### src/hw/rtl/lli_pkg.sv
// ----------------------------------------------------------------------------
// lli_pkg: shared constants for the line intersection block
// Field widths of the stream items and the output saturation limits.
// ----------------------------------------------------------------------------
package lli_pkg;

    localparam int IN_FIELD_W = 16;
    localparam int IN_FIELDS  = 8;
    localparam int IN_DATA_W  = IN_FIELD_W * IN_FIELDS;
    localparam int OUT_W      = 48;
    localparam int OUT_DATA_W = 104;

    localparam logic [OUT_W-1:0] POS_MAX = {1'b0, {(OUT_W-1){1'b1}}};
    localparam logic [OUT_W-1:0] NEG_MIN = {1'b1, {(OUT_W-1){1'b0}}};

endpackage

### src/hw/rtl/lli_div_stage.sv
// ----------------------------------------------------------------------------
// lli_div_stage: one restoring division step for both coordinates
// Shifts the next dividend bit into the remainder, subtracts the divisor
// when it fits and shifts the quotient bit into the work word.
// ----------------------------------------------------------------------------
module lli_div_stage #(
    parameter int DW = 35
) (
    input  logic                               clk,
    input  logic                               rst_n,
    input  logic                               in_valid,
    output logic                               in_ready,
    output logic                               out_valid,
    input  logic                               out_ready,
    input  logic [DW-1:0]                      den_in,
    input  logic                               found_in,
    input  logic [1:0][DW-1:0]                 rem_in,
    input  logic [1:0][lli_pkg::OUT_W-1:0]     work_in,
    input  logic [1:0]                         neg_in,
    input  logic [1:0]                         ovf_in,
    output logic [DW-1:0]                      den_out,
    output logic                               found_out,
    output logic [1:0][DW-1:0]                 rem_out,
    output logic [1:0][lli_pkg::OUT_W-1:0]     work_out,
    output logic [1:0]                         neg_out,
    output logic [1:0]                         ovf_out
);

    localparam int OW = lli_pkg::OUT_W;

    logic                v_reg;
    logic [DW-1:0]       den_reg;
    logic                found_reg;
    logic [1:0][DW-1:0]  rem_reg, rem_next;
    logic [1:0][OW-1:0]  work_reg, work_next;
    logic [1:0]          neg_reg, ovf_reg;
    logic [DW:0]         trial [2];
    logic [DW:0]         diff  [2];
    logic [1:0]          fits;

    assign in_ready  = !v_reg || out_ready;
    assign out_valid = v_reg;

    always_comb
    begin
        for (int k = 0; k < 2; k++)
        begin
            trial[k]     = {rem_in[k], work_in[k][OW-1]};
            diff[k]      = trial[k] - {1'b0, den_in};
            fits[k]      = trial[k] >= {1'b0, den_in};
            rem_next[k]  = fits[k] ? diff[k][DW-1:0] : trial[k][DW-1:0];
            work_next[k] = {work_in[k][OW-2:0], fits[k]};
        end
    end

    always_ff @(posedge clk or negedge rst_n)
    begin
        if (!rst_n)
        begin
            v_reg <= 1'b0;
        end
        else if (in_ready)
        begin
            v_reg <= in_valid;
        end
    end

    always_ff @(posedge clk)
    begin
        if (in_ready && in_valid)
        begin
            den_reg   <= den_in;
            found_reg <= found_in;
            rem_reg   <= rem_next;
            work_reg  <= work_next;
            neg_reg   <= neg_in;
            ovf_reg   <= ovf_in;
        end
    end

    assign den_out   = den_reg;
    assign found_out = found_reg;
    assign rem_out   = rem_reg;
    assign work_out  = work_reg;
    assign neg_out   = neg_reg;
    assign ovf_out   = ovf_reg;

endmodule

### config.mk
export PLATFORM = sky130hd
export DESIGN_NAME = lli_div_stage
export DESIGN_NICKNAME = d
export VERILOG_FILES = /design/src/hw/rtl/lli_pkg.sv /design/src/hw/rtl/lli_div_stage.sv
export SDC_FILE = /design/constraint.sdc
export NUM_CORES = 1
export LEC_CHECK = 0
export BUFFER_PORTS_ARGS = -buffer_cell sky130_fd_sc_hd__buf_2
export CORE_MARGIN = 3
export CORE_UTILIZATION = 45
export DETAILED_ROUTE_END_ITERATION = 10
export PLACE_DENSITY = 0.77
export SLEW_MARGIN = 20
export SYNTH_ARGS = -nofsm -noshare
export SYNTH_HDL_FRONTEND = slang
export SYNTH_SLANG_ARGS = --single-unit
### constraint.sdc
create_clock -name clk -period 5.5 [get_ports clk]
set_clock_uncertainty 0.1 [all_clocks]
set_input_delay 1.1 -clock clk [delete_from_list [all_inputs] [get_ports clk]]
set_output_delay 1.1 -clock clk [all_outputs]
set_load 0.1 [all_outputs]
# Word-level counts from Yosys, hierarchy flattened
# Cells that the tools add are included.
dict set report word_totals {
  register_bits 207
  inputBits 210
  out_inout_bits 208
  wordCells 18
}
dict set report op_classes {
  n_addsub 2
  order_cmp 2
  mux 2
  n_reduce_logical 3
}
# cell count
set ops {}
lappend ops {{>= comparator 36 x 35 -> 1 bit} 2}
lappend ops {{two-way mux 35 bit} 2}
lappend ops {{subtractor 35 bit} 2}
lappend ops {{logical AND 1 bit} 1}
lappend ops {{zero test 1 bit} 1}
lappend ops {{logical OR 1 bit} 1}

# Logic depth before layout (Yosys ltp)
# Gate-level depths: netlist (run 1).
dict set report logic_depth {
  word_depth 3
  depth_mapped 14
  depth_no_buf 12
}

# Least setup slack after synthesis (run 1)
# No wires, ideal clock.
dict set report synth_timing {
  kind {input port to flip-flop}
  startpoint {input port out_ready}
  endpoint {register den_reg[0] (netlist: den_out[0]), enable pin}
  setup_ns 0.590
  t_arrival_ns 6.696
  required_time_ns 4.810
  setup_slack_ns -1.886
  stages 2
  n_path_buf 0
  path_cell_list {nand2b_1 -> and2_1}
}
dict set report synth_via {
  elab_chain_len 2
}
# element line_no
set synth_rtl {}
lappend synth_rtl {{start, declared} lli_div_stage.sv:14} ;# input logic out_ready,
lappend synth_rtl {{logical OR 1 bit} lli_div_stage.sv:41} ;# assign in_ready = !v_reg || out_ready;
lappend synth_rtl {{logical AND 1 bit} lli_div_stage.sv:70} ;# if (in_ready && in_valid)
lappend synth_rtl {{end signal, assigned} lli_div_stage.sv:72} ;# den_reg <= den_in;
lappend synth_rtl {{end, declared} lli_div_stage.sv:32} ;# logic [DW-1:0] den_reg;
# No other way between the ends.
# A chain may end at the register's enable or synchronous reset.

==> results of run 1 <==
[worst paths after layout]
check                      startpoint          end  slack (ns)  cells after the start
max                         den_in[0]   rem_out[4]        1.14                     13
max in group asynchronous       rst_n    out_valid        4.97                      1
min reg2reg                 out_valid    out_valid        0.43                      2
min                             rst_n    out_valid        0.25                      1
max reg2reg                 out_valid  rem_out[40]        3.56                      3
min in group clk            out_valid    out_valid        0.43                      2
[cells in the mapped netlist (2+ instances only)]
library cell | instances | area, µm²
buf_2 | 4 | 20.0
o31a_1 | 5 | 43.8
a21oi_1 | 63 | 315
fa_1 | 2 | 40.0
buf_6 | 3 | 33.8
nand2_1 | 76 | 285
nor3_1 | 10 | 50.1
o211ai_1 | 3 | 22.5
a221o_1 | 2 | 20.0
o21ai_0 | 79 | 395
nor4_1 | 3 | 18.8
ha_1 | 70 | 876
o22ai_1 | 2 | 12.5
nor2b_1 | 9 | 56.3
inv_1 | 51 | 191
and2_1 | 5 | 31.3
o21bai_1 | 6 | 45.0
nand3b_1 | 2 | 15.0
a21o_1 | 38 | 285
o211a_1 | 3 | 30.0
edfxtp_1 | 206 | 6190
mux2_4 | 26 | 390
a21boi_0 | 3 | 22.5
a211oi_1 | 8 | 60.1
and4_1 | 3 | 26.3
nor2_1 | 43 | 161
o21a_1 | 12 | 90.1
xor2_1 | 25 | 219
xnor2_1 | 35 | 307
or3_1 | 5 | 31.3
mux2_2 | 8 | 90.1
nand3_1 | 13 | 65.1
nand2b_1 | 8 | 50.1
mux2i_1 | 4 | 40.0
nand4_1 | 17 | 106
clkbuf_1 | 23 | 86.3
o31ai_1 | 4 | 30.0
a41oi_1 | 2 | 17.5
and3_1 | 13 | 81.3
a31oi_1 | 14 | 87.6
[logic make-up (layout without fill, tap and decap cells)]
kind of cell | count (synthesis) | after routing
compound gates | 254 | 254
simple gates | 209 | 209
flops | 207 | 207
buf+inv | 81 | 518
fa+ha+maj | 72 | 72
xor+xnor | 60 | 60
mux | 38 | 38
other cells | 0 | 6
[metal layers]
metal  global-route usage [%]  up-vias
li1                         -     4294
met3                     6.31       95
met1                     30.3     4299
met2                     42.9      360
met4                     9.88       18
met5                        0        -
[final cells by class]
type                       count  area (µm²)
antenna                        6        15.0
fill                        1992        9470
clock buffer                  31         668
inverter                      51         191
sequential                   207        6210
tap                          319         399
multi-input combinational    633        4580
timing repair buffer         423        2160
clock inverter                13         134
[registers in the layout, indices dropped and copies added (netlist names)]
register and count:
den_out 35, neg_out 2, out_valid 1, ovf_out 2
found_out 1, work_out 96, rem_out 70
[where the power goes]
part	internal [W]	switching, W	total, W
combinational	0.000424	0.00131	0.00173
clock	0.000958	0.000660	0.00162
sequential	0.00190	0.0000312	0.00193
[through the flow]
step / setup WS (ns) / area, µm²
after floorplan: 0.364 / 11100
after global placement: 0.713 / 13500
after detailed placement: 0.606 / 13500
after CTS: 1.15 / 14300
after global routing: 1.01 / 14400
final: 1.14 / 14400
[worst register-to-register path, cell delays in order, from the launching register on]
cell	delay (ns)
dfrtp_1	0.37
nand2b_1	0.11
and2_4	0.29
buf_4	0.66
[cell usage in the layout (no fill, tap or decap), drive strengths merged, types with 10 or more instances in the layout]
| master | count |
|---|---|
| mux2 | 34 |
| buf | 423 |
| a31oi | 14 |
| inv | 53 |
| nand4 | 17 |
| xnor2 | 35 |
| and3 | 13 |
| clkbuf | 31 |
| nand3 | 13 |
| nor2b | 10 |
| nor2 | 43 |
| ha | 70 |
| nand2 | 76 |
| a21oi | 64 |
| xor2 | 25 |
| edfxtp | 206 |
| a21o | 38 |
| o21ai | 81 |
| o21a | 12 |
| nor3 | 10 |
==> impl_metrics.json, run 1 <==
{
  "initial_core_util_pct": 46.6,
  "highest_layer": "met5",
  "synthMuxAreaShare_pct": 4.69,
  "synth_fp_nets": 1203,
  "synth-xor-area-share_pct": 4.74,
  "tns_ns": 0,
  "die_area_um2": 26600,
  "m1WireLength_um": 13600,
  "async_flop_share_pct": 0.483,
  "cts_resized": 0,
  "drive_above_1_share_pct": 37.3,
  "synth_top_family_by_area": "compound AO/OA/AOI/OAI gates",
  "wl_met2_um": 17200,
  "max_stage_delay_ns": 0.56,
  "num_vias": 9066,
  "place_inst": 1633,
  "syn_to_final_growth_pct": 29.4,
  "status": "finished clean",
  "synth.avg_cell_area_um2": 12.0,
  "synth_edf_count": 206,
  "slew_violations": 0,
  "clock-sinks": 207,
  "path_cells": "buf_2, ha_1, fa_1, nor2b_4, o31a_1, o31a_1, o311a_4, o31ai_4, o211ai_2, a21oi_2, o21ai_4, buf_4, mux2_2",
  "critPathKind": "in -> reg",
  "cp_max_fo": 22,
  "hold_path_class": "in -> async",
  "holdWs_ns": 0.249,
  "gp_congestion": 0.964,
  "via_per_inst": 5.39,
  "drc": 0,
  "slew_headroom_pct": 48.1,
  "post_cts_buffers": 0,
  "cts_buffer_depth": 3,
  "synth-compound-area-share_pct": 14.3,
  "drtIter0Drc": 790,
  "cp_common_cell": "o31a_1",
  "yosysUniqueCellTypes": 53,
  "antenna_found_initial": 15,
  "ys_seq_elements": 207,
  "utilization_pct": 60.3,
  "groute.usage.overall_pct": 25.0,
  "post-route-min-period_ns": 4.36,
  "nNetsFinal": 1622,
  "die_h_um": 163,
  "dp_hpwl_um": 28000,
  "clk_pin_slew_ns": 0.06,
  "fin_cells": 1683,
  "p_leak_nw": 6.41,
  "clock.fmax_mhz": 230,
  "grt_pass1_vias": 8841,
  "core-area_um2": 23800,
  "hold_viol_final": 0,
  "pin_count": 418,
  "grt_max_degree": 95,
  "critPathTopFamily": "compound AO/OA/AOI/OAI gates",
  "drt_first_pass_iters": 5,
  "p_per_area_nw_per_um2": 368,
  "required_ns": 5.67,
  "netlist_instances": 921,
  "yosys_warnings": 0,
  "synth_ff_type": "edfxtp_1",
  "cts_tree": "yes",
  "seq_area_frac_synth_pct": 56.0,
  "io_buffers": 417,
  "htree_levels": 1,
  "ir_drop_v": 0.000208,
  "cts_buffers": 24,
  "fin_crit_sh_pct": 79.2,
  "clkLatencyLatePin_ns": 0.51,
  "ctsHoldBuffers": 0,
  "avgRoutedWirePerCell_um": 20.9,
  "num_rows": 56,
  "rsz0062_at_grt": "false",
  "wl_um": 35200,
  "cts-root-buf": "clkbuf_16",
  "synth_fa_ha_area_share_pct": 8.26,
  "dieWidth_um": 163,
  "arrival_ns": 4.52,
  "grt_pass1_wl_um": 50900,
  "maxCapViolCount": 0,
  "slowest_stage": "o21ai_4",
  "endpoint_kind": "flip-flop",
  "syn_area_um2": 11100,
  "finalPower_w": 0.00528,
  "start_kind": "primary input",
  "path_buf_inv": 2,
  "synth-simple-area-share_pct": 9.00,
  "finalSetupViolations": 0,
  "wl_met3_um": 2840,
  "tightest_slew_ns": 0.778,
  "overflow": 0,
  "antenna_left": 0
}
Note: power is estimated with default switching activity, not from simulation.
==> run 2, diff against run 1 <==
==> constraint.sdc (replaced) <==
create_clock -name clk -period 3.8 [get_ports clk]
set_clock_uncertainty 0.1 [all_clocks]
set_input_delay 0.76 -clock clk [delete_from_list [all_inputs] [get_ports clk]]
set_output_delay 0.76 -clock clk [all_outputs]
set_load 0.1 [all_outputs]
==> impl_metrics.json, run 2 (synthesized netlist as in run 1, its figures left out) <==
{
  "hold-path-cell-count": 1,
  "antenna_left": 0,
  "endpoint_kind": "flip-flop",
  "placed_area_um2": 14100,
  "tightest_slew_ns": 0.717,
  "mostFrequentLayoutCells": "buf_2, edfxtp_1, o21ai_0",
  "num_vias": 9266,
  "grt_pass1_vias": 9091,
  "final_area_um2": 14900,
  "reg2reg_to": "rem_out[64]",
  "clock-sinks": 207,
  "overflow": 0,
  "nNetsFinal": 1688,
  "min-delay-start": "work_in[34]",
  "ir_drop_v": 0.000322,
  "p_sw_w": 0.00287,
  "cts_tree": "yes",
  "p_leak_nw": 6.73,
  "dieWidth_um": 163,
  "power_frac_clock_pct": 29.7,
  "cts_buffer_depth": 3,
  "cts_buffers": 23,
  "die_h_um": 163,
  "dp_hpwl_um": 28800,
  "slew_headroom_pct": 51.7,
  "maxCapViolCount": 0,
  "critPathKind": "in -> reg",
  "whs_endpoint": "work_out[35]",
  "arrival_ns": 3.60,
  "num_rows": 56,
  "grt_pass1_wl_um": 52100,
  "hold_path_class": "in -> reg",
  "utilization_pct": 62.4,
  "fin_cells": 1742,
  "cts-root-buf": "clkbuf_16",
  "via_per_inst": 5.32,
  "finalPower_w": 0.00769,
  "finalSetupViolations": 0,
  "hold_viol_final": 0,
  "drt_first_pass_iters": 5,
  "clkLatencyLatePin_ns": 0.51,
  "place_inst": 1699,
  "drive_above_1_share_pct": 39.9,
  "avgRoutedWirePerCell_um": 20.5,
  "grt_max_degree": 64,
  "core-area_um2": 23800,
  "combPwrFrac_pct": 34.0,
  "clock.fmax_mhz": 291,
  "p_int_w": 0.00482,
  "swShare_pct": 37.3,
  "gp_congestion": 0.936,
  "start_kind": "primary input",
  "htree_levels": 1,
  "largest_reg_flops": 96,
  "reg2reg_depth": 3,
  "initial_core_util_pct": 46.6,
  "cp_max_fo": 3,
  "slew_violations": 0,
  "status": "finished clean",
  "wl_um": 35700,
  "layout_commonest_cell": "buf_2",
  "drc": 0,
  "r2r_slack_ns": 1.81,
  "required_ns": 3.96,
  "rsz0062_at_grt": "false",
  "syn_to_final_growth_pct": 34.0,
  "tns_ns": 0,
  "antenna_found_initial": 7,
  "reg2reg_from": "out_valid",
  "post-route-min-period_ns": 3.44,
  "pin_count": 418,
  "groute.usage.overall_pct": 25.3,
  "fin_crit_sh_pct": 90.5,
  "fill_cells": 1960,
  "drtIter0Drc": 691,
  "io_buffers": 417,
  "sequentialPowerShare_pct": 36.3,
  "post_cts_buffers": 0,
  "p_per_area_nw_per_um2": 518,
  "clk_pin_slew_ns": 0.06,
  "die_area_um2": 26600
}
-- run 2: cell types whose count changed in the layout (fill, tap and decap cells not counted), moves of 4 or more --
| cell | delta |
|---|---|
| clkinv_1 | +4 |
| buf_4 | +62 |
| buf_12 | +4 |
| diode_2 | -4 |
-- run 2: how the worst max path moves through the flow --
stage	from	end	slack, ns	cells past startpoint
floorplan	den_in[2]	rem_out[10]	0.18	12
CTS	den_in[0]	rem_out[54]	0.41	15
global placement	den_in[0]	rem_out[32]	-0.08	12
finish	work_in[47]	rem_out[34]	0.36	14
detailed placement	work_in[47]	rem_out[34]	-0.11	14
global route	work_in[47]	rem_out[30]	0.21	14
-- run 2: metrics by stage --
step | setup slack [ns] | hold slack (ns)
final | 0.360 | 0.321
after global routing | 0.211 | 0.304
after CTS | 0.405 | 0.304
after detailed placement | -0.114 | 0.441
after global placement | -0.0773 | 0.434
after floorplan | 0.184 | 0.364
-- run 2: metal layers --
| metal | global-route usage (%) | part of all wire (%) | vias to the layer above |
|---|---|---|---|
| li1 | - | - | 4416 |
| met1 | 30.4 | 39 | 4412 |
| met2 | 45.0 | 50 | 358 |
| met3 | 6.10 | 7.8 | 72 |
| met4 | 7.80 | 3.0 | 8 |
| met5 | 0 | 0.16 | - |
-- run 2: worst max-delay path: stages --
cell     delay, ns
buf_2         0.09
inv_1         0.06
ha_1          0.18
fa_1          0.25
nor2b_4       0.05
o31a_1        0.27
o31a_1        0.31
o311a_4       0.40
or3_1         0.34
a21oi_1       0.16
buf_4         0.16
o21ai_0       0.11
xor2_1        0.16
mux2_2        0.28
-- run 2: area by class of cell --
class / count / area (µm²) / share of cell area, %
diodes: 2 / 5.00 / 0.0337
clock buffers: 26 / 587 / 3.95
clock inverters: 14 / 174 / 1.17
inverters: 51 / 191 / 1.29
multi-input cells: 633 / 4580 / 30.8
flip-flops and latches: 207 / 6210 / 41.8
well taps: 319 / 399 / 2.69
repair buffers: 490 / 2710 / 18.3
-- run 2: power groups by stage --
stage	Clock (W)	Combinational, W	Sequential [W]
2_1_floorplan	0	0.000806	0.00401
3_3_place_gp	0	0.00258	0.00284
3_5_place_dp	0	0.00261	0.00284
4_1_cts	0.00233	0.00261	0.00280
5_1_grt	0.00241	0.00275	0.00281
6_report	0.00228	0.00262	0.00279
-- run 2: timing repair --
item,CTS,global route
hold buffers,1,0
hold endpoints to repair,1,0
resized for setup,0,0
==> run 3, diff against run 2 <==
--- a/config.mk
+++ b/config.mk
@@ -9,7 +9,7 @@
 export CORE_MARGIN = 3
 export CORE_UTILIZATION = 45
 export DETAILED_ROUTE_END_ITERATION = 10
-export PLACE_DENSITY = 0.77
+export PLACE_DENSITY_LB_ADDON = 0.1
 export SLEW_MARGIN = 20
 export SYNTH_ARGS = -nofsm -noshare
 export SYNTH_HDL_FRONTEND = slang
==> impl_metrics.json, run 3 (synthesized netlist as in run 1, its figures left out) <==
{
  "antenna_found_initial": 4,
  "core-area_um2": 23800,
  "cts_tree": "yes",
  "nNetsFinal": 1684,
  "status": "finished clean",
  "grt_pass1_vias": 8996,
  "groute.usage.overall_pct": 25.3,
  "num_rows": 56,
  "fin_crit_sh_pct": 90.8,
  "cts_buffer_depth": 3,
  "avgRoutedWirePerCell_um": 20.2,
  "gp_congestion": 0.924,
  "die_h_um": 163,
  "mostFrequentLayoutCells": "buf_2, edfxtp_1, o21ai_0",
  "antenna_left": 0,
  "via_per_inst": 5.18,
  "ir_drop_v": 0.000402,
  "clock.fmax_mhz": 290,
  "placed_area_um2": 14000,
  "fin_cells": 1738,
  "layout_commonest_cell": "buf_2",
  "critPathKind": "in -> reg",
  "arrival_ns": 3.61,
  "drc": 0,
  "dieWidth_um": 163,
  "place_inst": 1695,
  "cts-root-buf": "clkbuf_16",
  "num_vias": 9008,
  "syn_to_final_growth_pct": 33.7,
  "cts_resized": 0,
  "dp_hpwl_um": 28600,
  "post_cts_buffers": 0,
  "p_per_area_nw_per_um2": 522,
  "largest_reg_flops": 96,
  "wl_um": 35100,
  "drt_first_pass_iters": 5,
  "p_leak_nw": 6.72,
  "place_ws_ns": -0.140,
  "clk_pin_slew_ns": 0.06,
  "initial_core_util_pct": 46.6,
  "cp_max_fo": 3,
  "setup_ws_ns": 0.348,
  "fill_cells": 2024,
  "slew_headroom_pct": 54.8,
  "clock-sinks": 207,
  "htree_levels": 1,
  "regArea_um2": 6210,
  "final_area_um2": 14800,
  "drtIter0Drc": 653,
  "finalSetupViolations": 0,
  "tns_ns": 0,
  "pin_count": 418,
  "rsz0062_at_grt": "false",
  "endpoint_kind": "flip-flop",
  "grt_pass1_wl_um": 51600,
  "io_buffers": 417,
  "maxCapViolCount": 0,
  "grt_max_degree": 76,
  "multiInputGateArea_um2": 4580,
  "hold_path_class": "in -> reg",
  "clkLatencyLatePin_ns": 0.50,
  "overflow": 0,
  "die_area_um2": 26600,
  "ctsHoldBuffers": 1,
  "required_ns": 3.96,
  "cts_buffers": 23,
  "hold_viol_final": 0,
  "start_kind": "primary input",
  "drive_above_1_share_pct": 39.8,
  "post-route-min-period_ns": 3.45,
  "slew_violations": 0,
  "tightest_slew_ns": 0.670
}
==> run 3: cell types whose count changed in the layout (fill, tap and decap cells not counted) <==
| cell | previous run | this run |
|---|---|---|
| diode_2 | 2 | 3 |
| buf_12 | 6 | 4 |
| clkbuf_1 | 3 | 2 |
| clkinvlp_4 | 2 | 0 |
| buf_4 | 66 | 64 |
| bufinv_16 | 4 | 5 |
| inv_6 | 1 | 2 |
==> run 3: worst max-delay path: stages <==
cell and delay (ns):
buf_2 0.09, inv_1 0.07, ha_1 0.18, fa_1 0.25, nor2b_4 0.06, o31a_1 0.28, o31a_1 0.31, o311a_4 0.40
or3_1 0.34, a21oi_1 0.16, buf_4 0.16, o21ai_0 0.12, xor2_1 0.16, mux2_4 0.27
==> run 3: final cells by class <==
cell class | instances | share of cell area (%)
clock buffers | 25 | 3.93
repair buffers | 486 | 17.9
well taps | 319 | 2.69
clock inverters | 14 | 1.33
diodes | 3 | 0.0506
multi-input cells | 633 | 30.9
inverters | 51 | 1.29
flip-flops and latches | 207 | 41.9
==> run 3: stage by stage <==
step	hold WS (ns)	power (W)	util [%]
6_report	0.324	0.00774	62.2
5_1_grt	0.307	0.00803	62.2
4_1_cts	0.307	0.00780	62.2
3_5_place_dp	0.430	0.00543	58.9
3_3_place_gp	0.432	0.00541	58.9
2_1_floorplan	0.364	0.00482	-
==> run 3: path summary, 6_finish.rpt <==
path,from,end,slack (ns),depth (start not counted)
hold / removal,work_in[17],work_out[18],0.32,1
min in group asynchronous,rst_n,out_valid,0.44,2
hold reg to reg,out_valid,out_valid,0.47,2
max in group asynchronous,rst_n,out_valid,3.07,2
setup / recovery,work_in[47],rem_out[30],0.35,14
setup reg to reg,out_valid,rem_out[65],1.97,3
==> run 3: layer usage <==
layer  share of wire [%]  track usage (%)  vias to the layer above
met5               0.097                0                        -
met4                 2.7             7.38                        4
met3                 6.9             5.44                       56
met2                  50             44.6                      297
met1                  40             31.2                     4242
li1                    -                -                     4409
==> run 3: report_power, final <==
group          internal, W  switching, W
sequential         0.00275     0.0000406
combinational     0.000690       0.00191
clock              0.00144      0.000911
